`src/rtl/blake256_pkg.sv`:
```
// Shared types, constants and tables for the BLAKE-256 hash engine.
// Depends on nothing; imported by every module of the engine but blake256_g_half.
package blake256_pkg;

   localparam int unsigned ROUND_COUNT_DEF = 14;
   localparam int unsigned ROUND_W         = 4;
   localparam int unsigned SIGMA_ROWS      = 10;

   localparam logic [5:0] PAD_LAST_POS   = 6'd55;
   localparam logic [5:0] BLOCK_LAST_POS = 6'd63;
   localparam logic [7:0] PAD_HEAD       = 8'h80;
   localparam logic [7:0] PAD_TAIL       = 8'h01;
   localparam logic [7:0] PAD_BOTH       = 8'h81;
   localparam logic [2:0] WORD_BYTES     = 3'd4;
   localparam logic [2:0] LAST_INDEX     = 3'd7;
   localparam logic [63:0] BLOCK_BITS    = 64'd512;

   localparam logic [31:0] IV_WORDS [8] = '{
      32'h6A09E667, 32'hBB67AE85, 32'h3C6EF372, 32'hA54FF53A,
      32'h510E527F, 32'h9B05688C, 32'h1F83D9AB, 32'h5BE0CD19};

   localparam logic [31:0] PI_WORDS [16] = '{
      32'h243F6A88, 32'h85A308D3, 32'h13198A2E, 32'h03707344,
      32'hA4093822, 32'h299F31D0, 32'h082EFA98, 32'hEC4E6C89,
      32'h452821E6, 32'h38D01377, 32'hBE5466CF, 32'h34E90C6C,
      32'hC0AC29B7, 32'hC97C50DD, 32'h3F84D5B5, 32'hB5470917};

   localparam logic [3:0] SIGMA [10][16] = '{
      '{4'd0, 4'd1, 4'd2, 4'd3, 4'd4, 4'd5, 4'd6, 4'd7,
        4'd8, 4'd9, 4'd10, 4'd11, 4'd12, 4'd13, 4'd14, 4'd15},
      '{4'd14, 4'd10, 4'd4, 4'd8, 4'd9, 4'd15, 4'd13, 4'd6,
        4'd1, 4'd12, 4'd0, 4'd2, 4'd11, 4'd7, 4'd5, 4'd3},
      '{4'd11, 4'd8, 4'd12, 4'd0, 4'd5, 4'd2, 4'd15, 4'd13,
        4'd10, 4'd14, 4'd3, 4'd6, 4'd7, 4'd1, 4'd9, 4'd4},
      '{4'd7, 4'd9, 4'd3, 4'd1, 4'd13, 4'd12, 4'd11, 4'd14,
        4'd2, 4'd6, 4'd5, 4'd10, 4'd4, 4'd0, 4'd15, 4'd8},
      '{4'd9, 4'd0, 4'd5, 4'd7, 4'd2, 4'd4, 4'd10, 4'd15,
        4'd14, 4'd1, 4'd11, 4'd12, 4'd6, 4'd8, 4'd3, 4'd13},
      '{4'd2, 4'd12, 4'd6, 4'd10, 4'd0, 4'd11, 4'd8, 4'd3,
        4'd4, 4'd13, 4'd7, 4'd5, 4'd15, 4'd14, 4'd1, 4'd9},
      '{4'd12, 4'd5, 4'd1, 4'd15, 4'd14, 4'd13, 4'd4, 4'd10,
        4'd0, 4'd7, 4'd6, 4'd3, 4'd9, 4'd2, 4'd8, 4'd11},
      '{4'd13, 4'd11, 4'd7, 4'd14, 4'd12, 4'd1, 4'd3, 4'd9,
        4'd5, 4'd0, 4'd15, 4'd4, 4'd8, 4'd6, 4'd2, 4'd10},
      '{4'd6, 4'd15, 4'd14, 4'd9, 4'd11, 4'd3, 4'd0, 4'd8,
        4'd12, 4'd2, 4'd13, 4'd7, 4'd1, 4'd4, 4'd10, 4'd5},
      '{4'd10, 4'd2, 4'd8, 4'd4, 4'd7, 4'd6, 4'd1, 4'd5,
        4'd15, 4'd11, 4'd9, 4'd14, 4'd3, 4'd12, 4'd13, 4'd0}};

   typedef struct packed {
      logic [31:0] data_word;
      logic [2:0]  byte_count;
      logic        last;
   } req_type;

   typedef struct packed {
      logic [31:0] digest_word;
      logic [2:0]  word_index;
      logic        last_word;
   } rsp_type;

   typedef struct packed {
      logic             start;
      logic             clear;
      logic             ctr_off;
      logic [63:0]      ctr;
      logic [3:0][31:0] salt;
      logic [2:0]       rd_index;
   } cmp_ctrl_type;

   typedef struct packed {
      logic        done;
      logic [3:0]  msg_index;
      logic [31:0] cv_word;
   } cmp_stat_type;

   typedef enum logic [1:0] {
      CS_IDLE,
      CS_RUN,
      CS_FINAL
   } cmp_state_type;

   typedef enum logic [2:0] {
      ST_IDLE,
      ST_LOAD,
      ST_PAD,
      ST_LEN,
      ST_WAIT,
      ST_OUT
   } eng_state_type;

endpackage

```
`src/rtl/blake256_hash_engine.sv`:
```
// Top level of the salted BLAKE-256 hash engine: byte packer, padder, output.
// Depends on blake256_pkg, blake256_compress.
//
//  port group  | direction | handshake        | carries
//  req_*       | in        | valid / stall    | data_word, byte_count, last
//  rsp_*       | out       | valid / stall    | digest_word, word_index, last_word
//  csr_*       | in        | valid / ready    | salt word index 0..3, 32-bit data
//
// A request packs its valid bytes into the block buffer one byte at a time; a filled
// block is compressed on the single shared half-G unit while req_stall stays high.
// The last request pads byte by byte, compresses once or twice, then shows
// eight digest words in turn, each held while rsp_stall is high.
// Synchronous reset loads the initial chain value and clears the counters;
// salts reset to zero and survive a digest. req_stall stays high until idle.
module blake256_hash_engine #(
   parameter int unsigned ROUND_COUNT = blake256_pkg::ROUND_COUNT_DEF
) (
   input  logic                  clock,
   input  logic                  reset,
   input  logic                  req_valid,
   output logic                  req_stall,
   input  blake256_pkg::req_type req_data,
   output logic                  rsp_valid,
   input  logic                  rsp_stall,
   output blake256_pkg::rsp_type rsp_data,
   input  logic                  csr_valid,
   output logic                  csr_ready,
   input  logic [1:0]            csr_index,
   input  logic [31:0]           csr_data
);
   import blake256_pkg::*;

   eng_state_type state_ff, state_in, ret_ff, ret_in;
   logic [31:0] buf_ff [16];
   logic [3:0][31:0] salt_ff;
   logic [31:0] word_ff, word_in;
   logic [2:0]  n_ff, n_in, bidx_ff, bidx_in;
   logic        last_ff, last_in;
   logic [5:0]  fill_ff, fill_in, pos_ff, pos_in;
   logic [63:0] ctr_ff, ctr_in, len_ff, len_in;
   logic        second_ff, second_in;
   logic [2:0]  out_idx_ff, out_idx_in;
   logic        rsp_valid_ff, rsp_valid_in;
   rsp_type     rsp_ff, rsp_in;

   // buffer write port: one byte, or the two length words
   logic        byte_we, len_we;
   logic [5:0]  wr_pos;
   logic [7:0]  wr_byte;

   cmp_ctrl_type ctrl;
   cmp_stat_type status;

   assign req_stall = (state_ff != ST_IDLE);
   assign rsp_valid = rsp_valid_ff;
   assign rsp_data  = rsp_ff;
   assign csr_ready = 1'b1;

   blake256_compress #(.ROUND_COUNT(ROUND_COUNT)) u_cmp (
      .clock(clock), .reset(reset), .ctrl(ctrl),
      .msg_word(buf_ff[status.msg_index]), .status(status)
   );

   always_comb begin
      state_in = state_ff;
      ret_in = ret_ff;
      word_in = word_ff;
      n_in = n_ff;
      bidx_in = bidx_ff;
      last_in = last_ff;
      fill_in = fill_ff;
      pos_in = pos_ff;
      ctr_in = ctr_ff;
      len_in = len_ff;
      second_in = second_ff;
      out_idx_in = out_idx_ff;
      rsp_valid_in = rsp_valid_ff;
      rsp_in = rsp_ff;
      byte_we = 1'b0;
      len_we = 1'b0;
      wr_pos = fill_ff;
      wr_byte = 8'h00;
      ctrl.start = 1'b0;
      ctrl.clear = 1'b0;
      ctrl.ctr_off = 1'b0;
      ctrl.ctr = ctr_ff + BLOCK_BITS;
      ctrl.salt = salt_ff;
      ctrl.rd_index = out_idx_ff;
      case (state_ff)
         ST_IDLE: begin
            if (req_valid) begin
               word_in = req_data.data_word;
               n_in = (req_data.byte_count > WORD_BYTES) ? WORD_BYTES : req_data.byte_count;
               last_in = req_data.last;
               bidx_in = 3'd0;
               state_in = ST_LOAD;
            end
         end
         ST_LOAD: begin
            if (bidx_ff != n_ff) begin
               // pack one byte, compress as soon as the block is full
               byte_we = 1'b1;
               wr_pos = fill_ff;
               wr_byte = word_ff[{~bidx_ff[1:0], 3'b000} +: 8];
               bidx_in = bidx_ff + 3'd1;
               fill_in = fill_ff + 6'd1;
               if (fill_ff == BLOCK_LAST_POS) begin
                  ctr_in = ctr_ff + BLOCK_BITS;
                  ctrl.start = 1'b1;
                  ret_in = ST_LOAD;
                  state_in = ST_WAIT;
               end
            end else if (last_ff) begin
               len_in = ctr_ff + {55'd0, fill_ff, 3'd0};
               pos_in = fill_ff;
               second_in = 1'b0;
               state_in = ST_PAD;
            end else begin
               state_in = ST_IDLE;
            end
         end
         ST_PAD: begin
            byte_we = 1'b1;
            wr_pos = pos_ff;
            if (!second_ff && pos_ff == fill_ff) begin
               wr_byte = (pos_ff == PAD_LAST_POS) ? PAD_BOTH : PAD_HEAD;
            end else begin
               wr_byte = (pos_ff == PAD_LAST_POS) ? PAD_TAIL : 8'h00;
            end
            if (pos_ff == PAD_LAST_POS && (second_ff || fill_ff <= PAD_LAST_POS)) begin
               state_in = ST_LEN;
            end else if (pos_ff == BLOCK_LAST_POS) begin
               // no room for the length: compress, then pad a block of its own
               ctrl.start = 1'b1;
               ctrl.ctr = len_ff;
               second_in = 1'b1;
               pos_in = 6'd0;
               ret_in = ST_PAD;
               state_in = ST_WAIT;
            end else begin
               pos_in = pos_ff + 6'd1;
            end
         end
         ST_LEN: begin
            len_we = 1'b1;
            ctrl.start = 1'b1;
            ctrl.ctr = len_ff;
            ctrl.ctr_off = second_ff || (fill_ff == 6'd0);
            out_idx_in = 3'd0;
            ret_in = ST_OUT;
            state_in = ST_WAIT;
         end
         ST_WAIT: begin
            if (status.done) begin
               state_in = ret_ff;
            end
         end
         ST_OUT: begin
            if (!rsp_valid_ff) begin
               rsp_valid_in = 1'b1;
               rsp_in.digest_word = status.cv_word;
               rsp_in.word_index = out_idx_ff;
               rsp_in.last_word = (out_idx_ff == LAST_INDEX);
            end else if (!rsp_stall) begin
               rsp_valid_in = 1'b0;
               if (out_idx_ff == LAST_INDEX) begin
                  // drop back to the reset state, salts stay
                  ctrl.clear = 1'b1;
                  fill_in = 6'd0;
                  ctr_in = '0;
                  state_in = ST_IDLE;
               end else begin
                  out_idx_in = out_idx_ff + 3'd1;
               end
            end
         end
         default: state_in = ST_IDLE;
      endcase
   end

   always_ff @(posedge clock) begin
      if (reset) begin
         state_ff <= ST_IDLE;
         ret_ff <= ST_IDLE;
         fill_ff <= 6'd0;
         ctr_ff <= '0;
         rsp_valid_ff <= 1'b0;
         salt_ff <= '0;
         bidx_ff <= 3'd0;
         n_ff <= 3'd0;
         out_idx_ff <= 3'd0;
         second_ff <= 1'b0;
      end else begin
         state_ff <= state_in;
         ret_ff <= ret_in;
         fill_ff <= fill_in;
         ctr_ff <= ctr_in;
         rsp_valid_ff <= rsp_valid_in;
         bidx_ff <= bidx_in;
         n_ff <= n_in;
         out_idx_ff <= out_idx_in;
         second_ff <= second_in;
         if (csr_valid && csr_ready) begin
            salt_ff[csr_index] <= csr_data;
         end
      end
      word_ff <= word_in;
      last_ff <= last_in;
      pos_ff <= pos_in;
      len_ff <= len_in;
      rsp_ff <= rsp_in;
   end

   // block buffer
   always_ff @(posedge clock) begin
      if (byte_we) begin
         buf_ff[wr_pos[5:2]][{~wr_pos[1:0], 3'b000} +: 8] <= wr_byte;
      end
      if (len_we) begin
         buf_ff[14] <= len_ff[63:32];
         buf_ff[15] <= len_ff[31:0];
      end
   end
endmodule

```
`src/rtl/blake256_g_half.sv`:
```
// One half of the BLAKE-256 G function: add, xor, rotate on one column.
// Depends on nothing outside this file.
module blake256_g_half (
   input  logic [31:0] a,
   input  logic [31:0] b,
   input  logic [31:0] c,
   input  logic [31:0] d,
   input  logic [31:0] mx,
   input  logic        second,
   output logic [31:0] a_out,
   output logic [31:0] b_out,
   output logic [31:0] c_out,
   output logic [31:0] d_out
);
   logic [31:0] a1, dx, d1, c1, bx;

   always_comb begin
      a1 = a + b + mx;
      dx = d ^ a1;
      d1 = second ? {dx[7:0], dx[31:8]} : {dx[15:0], dx[31:16]};
      c1 = c + d1;
      bx = b ^ c1;
      a_out = a1;
      c_out = c1;
      d_out = d1;
      b_out = second ? {bx[6:0], bx[31:7]} : {bx[11:0], bx[31:12]};
   end
endmodule

```
`src/rtl/blake256_compress.sv`:
```
// Compression sequencer: work vector rows, chain value, round counters.
// Depends on blake256_pkg and blake256_g_half.
module blake256_compress #(
   parameter int unsigned ROUND_COUNT = blake256_pkg::ROUND_COUNT_DEF
) (
   input  logic                       clock,
   input  logic                       reset,
   input  blake256_pkg::cmp_ctrl_type ctrl,
   input  logic [31:0]                msg_word,
   output blake256_pkg::cmp_stat_type status
);
   import blake256_pkg::*;

   typedef logic [3:0][31:0] row_type;

   function automatic row_type rotl(row_type r, logic [1:0] k);
      row_type o;
      for (int i = 0; i < 4; i++) begin
         o[i] = r[2'(i) + k];
      end
      return o;
   endfunction

   cmp_state_type state_ff, state_in;
   row_type a_ff, b_ff, c_ff, d_ff, a_in, b_in, c_in, d_in;
   row_type ta, tb, tc, td;
   logic [31:0] cv_ff [8];
   logic [31:0] cv_in [8];
   logic        half_ff, half_in;
   logic [2:0]  gidx_ff, gidx_in;
   logic [ROUND_W-1:0] round_ff, round_in;
   logic [3:0]  sig_ff, sig_in;
   logic [31:0] ga, gb, gc, gd, mx;
   logic [3:0]  pi_sel;
   logic        phase_end;
   logic [1:0]  kb, kc, kd;
   logic        cmp_done;

   assign status.msg_index = SIGMA[sig_ff][{gidx_ff, half_ff}];
   assign pi_sel           = SIGMA[sig_ff][{gidx_ff, ~half_ff}];
   assign mx               = msg_word ^ PI_WORDS[pi_sel];
   assign status.cv_word   = cv_ff[ctrl.rd_index];
   assign status.done      = cmp_done;

   blake256_g_half u_g (
      .a(a_ff[0]), .b(b_ff[0]), .c(c_ff[0]), .d(d_ff[0]),
      .mx(mx), .second(half_ff),
      .a_out(ga), .b_out(gb), .c_out(gc), .d_out(gd)
   );

   // column phase ends by skewing rows into diagonal order, diagonal phase unskews
   always_comb begin
      phase_end = (gidx_ff[1:0] == 2'd3);
      kb = phase_end ? (gidx_ff[2] ? 2'd0 : 2'd2) : 2'd1;
      kc = phase_end ? 2'd3 : 2'd1;
      kd = phase_end ? (gidx_ff[2] ? 2'd2 : 2'd0) : 2'd1;
   end

   always_comb begin
      state_in = state_ff;
      a_in = a_ff; b_in = b_ff; c_in = c_ff; d_in = d_ff;
      cv_in = cv_ff;
      half_in = half_ff;
      gidx_in = gidx_ff;
      round_in = round_ff;
      sig_in = sig_ff;
      cmp_done = 1'b0;
      ta = a_ff; tb = b_ff; tc = c_ff; td = d_ff;
      ta[0] = ga; tb[0] = gb; tc[0] = gc; td[0] = gd;
      case (state_ff)
         CS_IDLE: begin
            if (ctrl.start) begin
               for (int i = 0; i < 4; i++) begin
                  a_in[i] = cv_ff[i];
                  b_in[i] = cv_ff[4 + i];
                  c_in[i] = ctrl.salt[i] ^ PI_WORDS[i];
                  d_in[i] = PI_WORDS[4 + i];
               end
               if (!ctrl.ctr_off) begin
                  d_in[0] = d_in[0] ^ ctrl.ctr[31:0];
                  d_in[1] = d_in[1] ^ ctrl.ctr[31:0];
                  d_in[2] = d_in[2] ^ ctrl.ctr[63:32];
                  d_in[3] = d_in[3] ^ ctrl.ctr[63:32];
               end
               half_in = 1'b0;
               gidx_in = 3'd0;
               round_in = '0;
               sig_in = 4'd0;
               state_in = CS_RUN;
            end
         end
         CS_RUN: begin
            half_in = ~half_ff;
            if (half_ff) begin
               a_in = rotl(ta, 2'd1);
               b_in = rotl(tb, kb);
               c_in = rotl(tc, kc);
               d_in = rotl(td, kd);
               gidx_in = gidx_ff + 3'd1;
               if (gidx_ff == 3'd7) begin
                  round_in = round_ff + 1'b1;
                  sig_in = (sig_ff == 4'(SIGMA_ROWS - 1)) ? 4'd0 : sig_ff + 4'd1;
                  if (round_ff == ROUND_W'(ROUND_COUNT - 1)) begin
                     state_in = CS_FINAL;
                  end
               end
            end else begin
               a_in = ta; b_in = tb; c_in = tc; d_in = td;
            end
         end
         CS_FINAL: begin
            for (int i = 0; i < 4; i++) begin
               cv_in[i]     = cv_ff[i] ^ a_ff[i] ^ c_ff[i] ^ ctrl.salt[i];
               cv_in[4 + i] = cv_ff[4 + i] ^ b_ff[i] ^ d_ff[i] ^ ctrl.salt[i];
            end
            cmp_done = 1'b1;
            state_in = CS_IDLE;
         end
         default: state_in = CS_IDLE;
      endcase
      if (ctrl.clear) begin
         cv_in = IV_WORDS;
      end
   end

   always_ff @(posedge clock) begin
      if (reset) begin
         state_ff <= CS_IDLE;
         cv_ff    <= IV_WORDS;
         half_ff  <= 1'b0;
         gidx_ff  <= 3'd0;
         round_ff <= '0;
         sig_ff   <= 4'd0;
      end else begin
         state_ff <= state_in;
         cv_ff    <= cv_in;
         half_ff  <= half_in;
         gidx_ff  <= gidx_in;
         round_ff <= round_in;
         sig_ff   <= sig_in;
      end
      a_ff <= a_in;
      b_ff <= b_in;
      c_ff <= c_in;
      d_ff <= d_in;
   end
endmodule

```
`config.mk`:
```
export PLATFORM = sky130hd
export DESIGN_NAME = blake256_hash_engine
export DESIGN_NICKNAME = d
export VERILOG_FILES = /design/src/rtl/blake256_pkg.sv /design/src/rtl/blake256_hash_engine.sv /design/src/rtl/blake256_g_half.sv /design/src/rtl/blake256_compress.sv
export SDC_FILE = /design/constraint.sdc
export NUM_CORES = 2
export LEC_CHECK = 0
export ABC_AREA = 1
export BUFFER_PORTS_ARGS = -buffer_cell sky130_fd_sc_hd__buf_2
export CAP_MARGIN = 20
export CORE_AREA = 2 2 401 403
export CTS_BUF_LIST = sky130_fd_sc_hd__clkbuf_8
export DETAILED_ROUTE_END_ITERATION = 16
export DIE_AREA = 0 0 403 405
export PLACE_DENSITY = 0.73
export SETUP_SLACK_MARGIN = 0.3
export SLEW_MARGIN = 0
export SYNTH_ARGS = -nofsm -noshare
export SYNTH_HDL_FRONTEND = slang
export SYNTH_SLANG_ARGS = --single-unit
```
`constraint.sdc`:
```
create_clock -name clock -period 21.8 [get_ports clock]
set_clock_uncertainty 0.15 [all_clocks]
set_input_delay 4.36 -clock clock [delete_from_list [all_inputs] [get_ports clock]]
set_output_delay 4.36 -clock clock [all_outputs]
set_load 0.05 [all_outputs]
```
==> impl_metrics.toml <==
[global_route]
grt_first_pass_wirelength_mm = 494.6
grt_pass1_vias = 74510
antenna_found_initial = 37
grt_max_degree = 171
grt_overflow = 0
grt_usage = 0.4095

[timing]
fin_hold_ws_ns = 0.3201
finalHoldViolations = 0
max_slew_margin = 0.1139
rsz0062_at_grt = "no"
slew_viol_final = 0
maxClockFrequency_mhz = 70.01
setup_tns_ns = 0
worst_pin_slew_ns = 1.315
final.min_clock_period_ns = 14.28
min_period_over_period = 0.6552
setup_viol = 0

[clocking]
ctsRootBufferMaster = "clkbuf_8"
holdBufCountCts = 0
insertion_delay_ns = 1.09
cts_made_buffers = 301
post_cts_buffers = 0
cts_tree = "built"
post_cts_resized = 0
clkSlewWorstSetupHoldPaths_ns = 0.06
clkSinkCount = 1636
cts_buffer_depth = 4
htree_levels = 5

[worst_setup_path]
crit_fanout = 96
worst-endpoint-arrival_ns = 14.89
cpMostUsedCell = "nand2_1"
cp.required_ns = 22.40
reg2reg_slack_ns = 7.52
r2r_start = "u_cmp.sig_ff[2]$_SDFFE_PP0P_"
cp-end-kind = "register"
critical_path_class = "register to register"
crit_slowest_cell = "dfxtp_1"
slowest_delay_ns = 0.93
start_kind = "register"
timing.critical_path.from = "u_cmp.sig_ff[2]$_SDFFE_PP0P_"

[route]
drt_first_pass_iters = 10
vias = 82060
ant_nets = 0
avgViaCountPerCell = 6.402
wl_mm = 344.5
drcViolationCount = 0
avgRoutedWirePerCell_microns = 26.88
drt_iter0_markers = 12770

[synthesis]
ys_seq_area_frac = 0.4915
synth_area_sq_um = 90260
avgSynthCellArea_sq_um = 8.475
synth_top_area_frac = 0.3859
syn_nets = 10860
synth_cells = 10650
synthTopCellsByArea = "edfxtp_1, dfxtp_1, nand2_1"
yosysTopAreaCell = "edfxtp_1"
yosysWarnings = 0
async_flop_share = 0
synth_edf_count = 1160
synth.most_common_cell = "nand2_1"
synth_ff_type = "edfxtp_1"
ys_ff_latch = 1636
synthTopCellsByCount = "nand2_1, o21ai_0, edfxtp_1"
synthDistinctLibCells = 74

[flow_run]
maxCapViolCount = 0

[layout]
num-nets-final = 10700
layout-drive-gt1-share = 0.08403
area_delta_synth_final_pct = 7.915
final_core_util = 0.6115

[floorplanning]
start_util = 0.5667
core_area_sq_um = 159300
rows = 147
die_h_microns = 405
num_io_pins = 114
dieArea_sq_um = 163200
die_x_microns = 403

[hold_path]
hold_path_class = "register to register"
worstHoldStart = "ctr_ff[23]$_SDFFE_PP0P_"

[placed_design]
port_buffers = 112
place_congestion = 1.067
post-dp-hpwl_mm = 231.8

[outcome]
status = "finished clean"
==> cells in the final DEF, fill, tap and decap left out, types with 43 or more instances in the layout <==
cell type and count:
o21ai_1 54, clkbuf_8 341, xnor2_1 447, nand3_1 719, a31oi_1 51, ha_1 97
clkinv_1 46, o32ai_1 68, a21oi_1 714, buf_4 109, nor3_1 46, xor2_1 113
edfxtp_1 1160, inv_1 986, nor2_1 903, o22ai_1 138, dfxtp_1 473, o211ai_1 203
buf_2 113, mux2i_1 49, o221ai_1 43, o21ai_0 1330, nand2_1 1860, or2_2 171
==> cell families (layout without fill, tap and decap cells) <==
kind of cell,count (synthesis),in the layout,share of synthesized area
buffers and inverters,1616,1675,0.06974
xor gates and xnor gates,562,562,0.05468
and+or+nand+nor,3835,3835,0.1795
muxes,49,49,0.005434
other,1,23,0.00004155
adders and majority gates,135,135,0.02146
DFF,1636,1636,0.4915
AOI/OAI and AO/OA,2817,2817,0.1777
==> final timing paths <==
check,end,cells past startpoint
worst max-delay path,u_cmp.b_ff[101]$_DFFE_PP_,48
worst min register to register,len_ff[23]$_DFFE_PP_,0
worst max register to register,u_cmp.b_ff[101]$_DFFE_PP_,48
worst min-delay path,len_ff[23]$_DFFE_PP_,0
==> critical path, delay by kind of cell, from the launching register on <==
family                     cells  cell delay [ns]
DFF                            1             0.93
AOI/OAI and AO/OA              9             2.19
xor gates and xnor gates       5             2.96
adders and majority gates      4             1.47
and+or+nand+nor               23             3.67
muxes                          1             0.26
buffers and inverters          6             2.22
==> per-stage QoR <==
stage               instance area, sq um  setup WS, ns  instances
floorplan                          90260         11.90      10650
global placement                   91670         7.939      12260
detailed placement                 91700         8.100      12260
CTS                                97250         8.039      12790
global route                       97380         7.058      12810
finish                             97410         7.517      12820
==> per-layer routing <==
metal | GRT usage | wire length, microns | up-vias
met1 | 0.5500 | 129800 | 38780
met2 | 0.5797 | 142000 | 5736
met3 | 0.1198 | 47480 | 1116
met5 | 0 | 186 | -
li1 | - | - | 36400
met4 | 0.2571 | 25050 | 30
==> final cells by class <==
| class | instances | area [sq um] |
|---|---|---|
| antenna | 22 | 55.05 |
| clock buffer | 338 | 4652 |
| clock inverter | 183 | 894.6 |
| fill | 13740 | 61870 |
| inverter | 920 | 3493 |
| multi-input combinational | 7399 | 39770 |
| sequential | 1636 | 44370 |
| tap | 2086 | 2610 |
| timing repair buffer | 234 | 1560 |
==> state kept, by name (all words and copies together), names as in the netlist, 4 cells and up <==
| register | count |
|---|---|
| buf_ff | 512 |
| u_cmp.cv_ff | 256 |
| ctrl | 128 |
| u_cmp.a_ff | 128 |
| u_cmp.b_ff | 128 |
| u_cmp.c_ff | 128 |
| u_cmp.d_ff | 128 |
| len_ff | 61 |
| ctr_ff | 55 |
| rsp_data | 36 |
| word_ff | 32 |
| fill_ff | 6 |
| pos_ff | 6 |
| u_cmp.round_ff | 4 |
| u_cmp.sig_ff | 4 |
Power is not shown: default switching activity piles up to over one toggle a cycle in this logic, so the estimate is an artifact.
